## config.mk

```make
export PLATFORM = sky130hd
export DESIGN_NAME = ffa_ctrl
export DESIGN_NICKNAME = d
export VERILOG_FILES = /design/src/ffa_pkg.sv /design/src/ffa_ctrl.sv
export SDC_FILE = /design/constraint.sdc
export NUM_CORES = 1
export LEC_CHECK = 0
export BUFFER_PORTS_ARGS = -buffer_cell sky130_fd_sc_hd__buf_4
export CAP_MARGIN = 30
export CORE_ASPECT_RATIO = 1.4
export CORE_MARGIN = 4
export CORE_UTILIZATION = 30
export CTS_BUF_LIST = sky130_fd_sc_hd__clkbuf_2
export CTS_CLUSTER_SIZE = 30
export DETAILED_ROUTE_END_ITERATION = 8
export HOLD_SLACK_MARGIN = 0.08
export PLACE_DENSITY = 0.59
export SYNTH_ARGS = -nofsm -noshare
export SYNTH_HDL_FRONTEND = slang
export SYNTH_SLANG_ARGS = --single-unit
```

## constraint.sdc

```tcl
create_clock -name clk_i -period 3.1 [get_ports clk_i]
set_clock_uncertainty 0.05 [all_clocks]
set_input_delay 0.155 -clock clk_i [delete_from_list [all_inputs] [get_ports clk_i]]
set_output_delay 0.155 -clock clk_i [all_outputs]
set_load 0.005 [all_outputs]
```

## src/ffa_pkg.sv

```systemverilog
// Shared types and constants for the first-fit heap allocator.
package ffa_pkg;

  localparam int unsigned DATA_W = 32;

  localparam logic [1:0] CMD_ALLOC = 2'd0;
  localparam logic [1:0] CMD_FREE  = 2'd1;
  localparam logic [1:0] CMD_READ  = 2'd2;
  // The unused command code reads the counters as well.
  localparam logic [1:0] CMD_SPARE = 2'd3;

  localparam logic [2:0] ST_OK        = 3'd0;
  localparam logic [2:0] ST_ZERO_SIZE = 3'd1;
  localparam logic [2:0] ST_NO_FIT    = 3'd2;
  localparam logic [2:0] ST_TABLE_FULL = 3'd3;
  localparam logic [2:0] ST_NOT_ALLOC = 3'd4;
  localparam logic [2:0] ST_NULL_ADDR = 3'd5;

  localparam logic REG_HEAP_START = 1'b0;
  localparam logic REG_HEAP_END   = 1'b1;

  localparam logic [31:0] HEAP_START_RST = 32'h0060_0000;
  localparam logic [31:0] HEAP_END_RST   = 32'h0080_0000;

  typedef enum logic [3:0] {
    OP_NONE,
    OP_LOAD,
    OP_STEP,
    OP_TAKE,
    OP_RELEASE,
    OP_MERGE_PREV,
    OP_MERGE_NEXT,
    OP_MERGE_FOLLOW,
    OP_INSERT,
    OP_FINISH
  } dp_op_e;

  typedef struct packed {
    dp_op_e     op;
    logic [2:0] status;
  } dp_cmd_t;

  typedef struct packed {
    logic is_alloc;
    logic is_free;
    logic zero_size;
    logic over_budget;
    logic table_full;
    logic null_addr;
    logic seg_end;
    logic fit;
    logic rec_end;
    logic rec_hit;
    logic pos_found;
    logic prev_adj;
    logic next_adj;
    logic chain_adj;
    logic seg_full;
  } dp_stat_t;

endpackage

```

## src/ffa_ctrl.sv

```systemverilog
// Controller: sequences the table scans and updates for one command word.
module ffa_ctrl (
  input  logic              clk_i,
  input  logic              rst_ni,
  input  logic              in_valid_i,
  output logic              in_ready_o,
  output logic              out_valid_o,
  input  logic              out_ready_i,
  output ffa_pkg::dp_cmd_t  cmd_o,
  input  ffa_pkg::dp_stat_t stat_i
);
  import ffa_pkg::*;

  typedef enum logic [2:0] {
    S_IDLE, S_DECODE, S_A_SCAN, S_F_REC, S_F_POS, S_F_CHAIN, S_FINISH
  } state_e;

  state_e     state_q, state_d;
  logic [2:0] st_q, st_d;
  logic       out_valid_q, out_valid_d;

  assign in_ready_o  = state_q == S_IDLE;
  assign out_valid_o = out_valid_q;

  always_comb begin
    state_d       = state_q;
    st_d          = st_q;
    out_valid_d   = out_valid_q && !out_ready_i;
    cmd_o.op      = OP_NONE;
    cmd_o.status  = st_q;
    case (state_q)
      S_IDLE: begin
        if (in_valid_i) begin
          cmd_o.op = OP_LOAD;
          st_d     = ST_OK;
          state_d  = S_DECODE;
        end
      end
      S_DECODE: begin
        if (stat_i.is_alloc) begin
          if (stat_i.zero_size) begin
            st_d = ST_ZERO_SIZE; state_d = S_FINISH;
          end else if (stat_i.over_budget) begin
            st_d = ST_NO_FIT; state_d = S_FINISH;
          end else if (stat_i.table_full) begin
            st_d = ST_TABLE_FULL; state_d = S_FINISH;
          end else begin
            state_d = S_A_SCAN;
          end
        end else if (stat_i.is_free) begin
          if (stat_i.null_addr) begin
            st_d = ST_NULL_ADDR; state_d = S_FINISH;
          end else begin
            state_d = S_F_REC;
          end
        end else begin
          state_d = S_FINISH;
        end
      end
      S_A_SCAN: begin
        if (stat_i.seg_end) begin
          st_d = ST_NO_FIT; state_d = S_FINISH;
        end else if (stat_i.fit) begin
          cmd_o.op = OP_TAKE;
          state_d  = S_FINISH;
        end else begin
          cmd_o.op = OP_STEP;
        end
      end
      S_F_REC: begin
        if (stat_i.rec_end) begin
          st_d = ST_NOT_ALLOC; state_d = S_FINISH;
        end else if (stat_i.rec_hit) begin
          cmd_o.op = OP_RELEASE;
          state_d  = S_F_POS;
        end else begin
          cmd_o.op = OP_STEP;
        end
      end
      S_F_POS: begin
        if (stat_i.seg_end || stat_i.pos_found) begin
          if (stat_i.prev_adj) begin
            cmd_o.op = OP_MERGE_PREV;
            state_d  = S_F_CHAIN;
          end else begin
            if (stat_i.next_adj) cmd_o.op = OP_MERGE_FOLLOW;
            else if (!stat_i.seg_full) cmd_o.op = OP_INSERT;
            state_d = S_FINISH;
          end
        end else begin
          cmd_o.op = OP_STEP;
        end
      end
      S_F_CHAIN: begin
        // The grown segment may now touch the next one as well.
        if (stat_i.chain_adj) cmd_o.op = OP_MERGE_NEXT;
        state_d = S_FINISH;
      end
      S_FINISH: begin
        if (!out_valid_q || out_ready_i) begin
          cmd_o.op    = OP_FINISH;
          out_valid_d = 1'b1;
          state_d     = S_IDLE;
        end
      end
      default: begin
        state_d = S_IDLE;
      end
    endcase
  end

  always_ff @(posedge clk_i or negedge rst_ni) begin
    if (!rst_ni) begin
      state_q     <= S_IDLE;
      st_q        <= ST_OK;
      out_valid_q <= 1'b0;
    end else begin
      state_q     <= state_d;
      st_q        <= st_d;
      out_valid_q <= out_valid_d;
    end
  end

endmodule

```

## Word level (Yosys, flattened, before mapping)

Index checks and enable logic that the tools add are counted.

| operators by class | value |
|---|---|
| eq/ne operators | 16 |
| mux-type cells | 39 |
| reduce and logical (&&, ||, !) cells | 9 |

Operators by type and width:

| kind | number |
|---|---|
| $mux W3 | 25 |
| $pmux W4 S6 | 1 |
| $pmux W3 S7 | 1 |
| $mux W4 | 5 |
| $ne A3 B3 Y1 const B | 4 |
| $pmux W3 S4 | 1 |
| $ne A2 B2 Y1 const B | 5 |
| $eq A3 B3 Y1 const B | 3 |
| $reduce_and A7 Y1 | 1 |
| $eq A3 B2 Y1 const B | 2 |
| $ne A5 B5 Y1 const B | 1 |
| $reduce_and A5 Y1 | 1 |
| $mux W1 | 4 |
| $mux W2 | 2 |
| $reduce_bool A4 Y1 | 1 |
| $eq A3 B1 Y1 const B | 1 |
| $logic_not A3 Y1 | 1 |
| $logic_not A1 Y1 | 2 |
| $logic_or A1 B1 Y1 | 2 |
| $logic_and A1 B1 Y1 | 1 |

| storage, ports and cells | value |
|---|---|
| bits in registers | 7 |
| input bits | 19 |
| output and inout port bits | 9 |
| word-level logic and storage cells | 67 |

## Logic depth before layout (Yosys ltp)

| logic depth | value |
|---|---|
| depth in word-level cells | 5 |
| gate-level depth with buffers | 5 |
| depth with buffers taken out | 4 |

## Worst setup path before layout

OpenSTA, ideal clock, no wires.

| timing path | value |
|---|---|
| path kind | register to register |
| start point | register state_q[1] |
| end point | register st_q[1] |
| setup time | 0.128 ns |
| arrival time | 1.459 ns |
| data required time | 2.922 ns |
| path slack | 1.464 ns |
| stages on the path, launching flop included | 6 |
| path buffers | 1 |
| period minus slack after synthesis | 1.636 ns |
| path through | dfrtp_1 > buf_6 > nor2b_4 > a311o_2 > a21oi_4 > mux2_1 |

| between the ends | value |
|---|---|
| word-level cells in the longest chain between the ends | 3 |
| elaborated cells between the ends (all ways) | 13 |
| those cells by class | eq/ne (9); mux (1); reduce/logical (3) |

RTL lines:

| what | line | text |
|---|---|---|
| start, declared | ffa_ctrl.sv:18 | `state_e state_q, state_d;` |
| start signal, assigned | ffa_ctrl.sv:118 | `state_q <= state_d;` |
| $eq A3 B1 Y1, or another cell as far along | ffa_ctrl.sv:31 | `case (state_q)` |
| $ne A5 B5 Y1 (no source line), or another cell as far along | -- |  |
| $reduce_and A7 Y1 (no source line) | -- |  |
| end signal, assigned | ffa_ctrl.sv:119 | `st_q <= st_d;` |
| end, declared | ffa_ctrl.sv:19 | `logic [2:0] st_q, st_d;` |

Several ways; a longest one is shown, not always the timed one.
A chain may end at the register's enable or synchronous reset.

## Final worst setup path

Ends and elaborated chain as after synthesis.

==> summary by stage <==
Detailed routing
The number of DRC markers after the initial detailed-route iteration is 21. The number of optimization iterations in the first detailed-route pass is 4. Using the TritonRoute via totals, the vias-per-cell ratio works out to 5.390. For this run, design rule violations remaining after detail routing come to 0. The per-cell routed wire length is 13.41 microns. Once detail routing completed, the nets flagged for antenna violations numbered 0. The number of vias after detailed routing is 733.

The final routed wirelength across all metal layers is ~1.8 mm.

Die
The initial utilization of the core area, before any placement, comes to 31.34%. The die covers 3081 sq um. The overall die width is between 40 and 50 microns. 28 I/O pins were placed. The die outline height is 64.10 microns. The core region is 2152 sq um. The floorplan has 20 rows.

Clock tree
The root buffer cell chosen for the clock tree is sky130_fd_sc_hd__clkbuf_2. CTS built an H-tree with a depth of 1. The TritonCTS clock tree is yes.

The insertion delay of the later-clocked pin in the worst-skew pair is roughly 0.22 ns. After clock tree synthesis, the clock-pin slew on the worst setup and hold paths is 0.08 ns. The number of buffers on the longest clock path is 2. In this run the post-CTS setup repair buffer count came out at 0. CTS saw 7 sinks. In this run, CTS created clock tree buffers numbering 3.

Worst setup path
The signal on the critical path passes through inv_1, a311o_2, a21oi_4, mux2_1. The worst setup path is of the register to register kind. On the critical path, the stage with the largest delay is an instance of sky130_fd_sc_hd__dfrtp_1.

The worst setup path is launched from a register. On the worst path, the slowest cell contributes a delay of ~0.69 ns. For the worst flop-to-flop path, the logic depth is 4.

The dominant delay contributor by cell family on the critical path is flip-flops. Data on the critical path arrives at its endpoint at 2.10 ns. The maximum fanout count along the critical path is 19.

The count of buffering cells on the critical path with inverters included is 1. The kind of end point of the critical path is a register. The count of cell instances traversed by the critical path is 4. The required time of the critical path is 3.16 ns.

Layout
The area taken by flip-flops and latches is 175.2 sq um. Cells fill 41.92% of the core in the end. The area added between synthesis and finish is 33.77%. The antenna diode instance count is 0. The net total in the final layout is 134. In the final layout, the share of cells above drive strength 1 is 34.21%. The final design area excluding fillers is 902.1 sq um. The area of the multi-input gates is ~450 sq um. After filler insertion, the fill cell instance count of the layout stands at approximately 240.

GRT
For this run the aggregate overflow at the end of global routing stands at 0. The pin count of the biggest net entering global routing is 23. The initial antenna violation count is 0. The number of global-route vias before repair was approximately 660.

The global-route wire length before repair is 2.994 mm. The overall fraction of global-route tracks in use is 12.93%.

Timing
The worst path in the final design needs a cycle of 2.042 ns, including I/O delays and setup. Of the available clock period, the critical path in the final layout requires 65.87%. Setup repair after global routing left no endpoint under its margin. The number of pins with negative max-slew slack in the final report is 0. The transition time at the pin with the least slew margin is 0.7080 ns. The number of hold violations in the final report is 0. The post-route worst setup slack is 1.058 ns. The number of setup violations in the final report is 0. Measured against its own limit, the worst slew margin works out to a little over half.

The highest achievable clock rate is 0.4898 GHz. The sum of negative setup slack is 0 ns. The minimum hold slack is 0.2000 ns.

Power and ir drop
The reported net switching power is 0.3136 mW. The leakage power figure is 0.4099 nW. Sequential cells burn ~35% of the power. Power spread over the standard cell area amounts to ~770 nW/um^2. Of the total power, the share spent switching nets is between 40 and 50%. Of the total power, combinational logic draws around 56%. The cell-internal power is approximately 0.38 mW. The worst IR drop on VDD is 0.2673 mV. The clock network accounts for 9.5% of the total power.

Synth
After synthesis the cells add up to 674.4 sq um. The number of distinct library cells after synthesis is 34. The share of the yosys chip area belonging to registers is around a quarter. The number of cells produced by synthesis is 88. The number of storage elements in the synthesis netlist is 7. During synthesis, Yosys emitted a total of 0 warnings. The number of nets in the synthesized netlist is 107. The average cell area after synthesis is 7.664 sq um.

Worst hold path
The worst hold path belongs to the class input pin to register. The depth of the worst hold-timing path is 3.

Status
The run finished with clean final reports.

Place
The weighted congestion at the end of routability-driven global placement is 0.8407. The worst slack after detailed placement is roughly 1.1 ns. The half-perimeter wire length of the detailed placement result is 1.444 mm. After detailed placement, the total cell area comes to a little under 900 sq um. Input and output buffers added on the ports amount to 27.

Job
The number of max-cap violations is 0.
==> timing repair <==
item | CTS | global route
hold buffers | 1 | 0
gates resized for setup | 0 | 0
endpoints found under the hold margin | 7 | 0
==> metal layers <==
| layer | track usage, % | share of wire (%) | up-vias |
|---|---|---|---|
| met5 | 0 | 0 | - |
| li1 | - | - | 377 |
| met2 | 19.70 | 53 | 22 |
| met1 | 18.31 | 41 | 334 |
| met3 | 1.690 | 5.6 | 0 |
| met4 | 4.040 | 0 | 0 |
==> final cells by class <==
type | instances | share of cell area [%]
clock buffers | 4 | 2.219
inverters | 5 | 2.080
multi-input cells | 70 | 49.65
flip-flops and latches | 7 | 19.42
well taps | 22 | 3.051
repair buffers | 28 | 23.58
==> cell families after synthesis <==
logic type / share of synthesized area [%]
AND/OR/NAND/NOR: 32.28
AO/OA/AOI/OAI: 29.50
buffers and inverters: 7.607
flip-flops: 25.97
multiplexers: 4.638
==> synth_stat cells <==
master | instances | area, sq um
sky130_fd_sc_hd__nor2b_1 | 1 | 6.260
sky130_fd_sc_hd__a311o_1 | 1 | 10.01
sky130_fd_sc_hd__a31oi_1 | 3 | 18.77
sky130_fd_sc_hd__nor3_1 | 3 | 15.01
sky130_fd_sc_hd__o211a_1 | 1 | 10.01
sky130_fd_sc_hd__or2_2 | 2 | 12.51
sky130_fd_sc_hd__nor2_1 | 10 | 37.54
sky130_fd_sc_hd__nand3b_1 | 3 | 22.52
sky130_fd_sc_hd__nor3b_1 | 2 | 15.01
sky130_fd_sc_hd__dfrtp_1 | 7 | 175.2
sky130_fd_sc_hd__nand2_1 | 2 | 7.510
sky130_fd_sc_hd__or3b_2 | 1 | 8.760
sky130_fd_sc_hd__inv_1 | 5 | 18.77
sky130_fd_sc_hd__a311o_2 | 1 | 11.26
sky130_fd_sc_hd__mux2_1 | 1 | 11.26
sky130_fd_sc_hd__o21ai_0 | 5 | 25.02
sky130_fd_sc_hd__nand2b_1 | 3 | 18.77
sky130_fd_sc_hd__or3_1 | 2 | 12.51
sky130_fd_sc_hd__nand4_1 | 2 | 12.51
sky130_fd_sc_hd__a221oi_1 | 1 | 8.760
sky130_fd_sc_hd__o31ai_1 | 2 | 15.01
sky130_fd_sc_hd__mux2i_1 | 2 | 20.02
sky130_fd_sc_hd__nand3_1 | 5 | 25.02
sky130_fd_sc_hd__buf_6 | 1 | 11.26
sky130_fd_sc_hd__a21oi_1 | 9 | 45.04
sky130_fd_sc_hd__a21oi_4 | 1 | 16.27
sky130_fd_sc_hd__a32oi_1 | 1 | 8.760
sky130_fd_sc_hd__or4b_1 | 1 | 10.01
sky130_fd_sc_hd__buf_2 | 2 | 10.01
sky130_fd_sc_hd__nor2b_4 | 1 | 13.76
sky130_fd_sc_hd__a31o_2 | 1 | 8.760
sky130_fd_sc_hd__clkbuf_1 | 3 | 11.26
sky130_fd_sc_hd__o22ai_1 | 2 | 12.51
sky130_fd_sc_hd__o21ai_2 | 1 | 8.760
==> final timing paths <==
| kind | startpoint | end | slack [ns] |
|---|---|---|---|
| setup / recovery | state_q[1] | st_q[1] | 1.06 |
| hold / removal | out_ready_i | out_valid_o | 0.20 |
| setup reg to reg | state_q[1] | st_q[1] | 1.06 |
| hold reg to reg | st_q[1] | st_q[1] | 0.48 |
| max in group asynchronous | rst_ni | st_q[2] | 2.65 |
| min in group asynchronous | rst_ni | state_q[0] | 0.22 |
==> power by group through the flow <==
stage	clock (mW)	combinational, mW	sequential, mW
after detailed placement	0	0.394	0.242
final	0.0660	0.391	0.241
after global routing	0.0776	0.441	0.254
after global placement	0	0.396	0.241
after floorplan	0	0.342	0.155
after CTS	0.0681	0.396	0.240
==> layout by cell type (no fill, tap or decap), types with 3 or more instances in the layout <==
cell type | synthesis | final
sky130_fd_sc_hd__buf_4 | 0 | 27
sky130_fd_sc_hd__nor2_1 | 10 | 10
sky130_fd_sc_hd__a21oi_1 | 9 | 9
sky130_fd_sc_hd__dfrtp_1 | 7 | 7
sky130_fd_sc_hd__nand3_1 | 5 | 5
sky130_fd_sc_hd__inv_1 | 5 | 5
sky130_fd_sc_hd__o21ai_0 | 5 | 5
sky130_fd_sc_hd__clkbuf_2 | 0 | 4
sky130_fd_sc_hd__nor3_1 | 3 | 3
sky130_fd_sc_hd__nand2b_1 | 3 | 3
sky130_fd_sc_hd__nand3b_1 | 3 | 3
sky130_fd_sc_hd__a31oi_1 | 3 | 3
==> worst register-to-register path, delay by kind of cell (launching register included) <==
kind                   cells  cell delay, ns
AO/OA/AOI/OAI              2            0.60
flip-flops                 1            0.69
multiplexers               1            0.34
buffers and inverters      1            0.26
==> flip-flops by register name (all words and copies together), names as in the netlist <==
register and cells:
out_valid_o 1, st_q 3, state_q 3
==> stage by stage <==
step           power (mW)  std cells
2_1_floorplan      0.4967         88
3_3_place_gp       0.6377        131
3_5_place_dp       0.6355        131
4_1_cts            0.7041        136
5_1_grt            0.7721        136
6_report           0.6975        136
(Power assumes the default switching activity.)
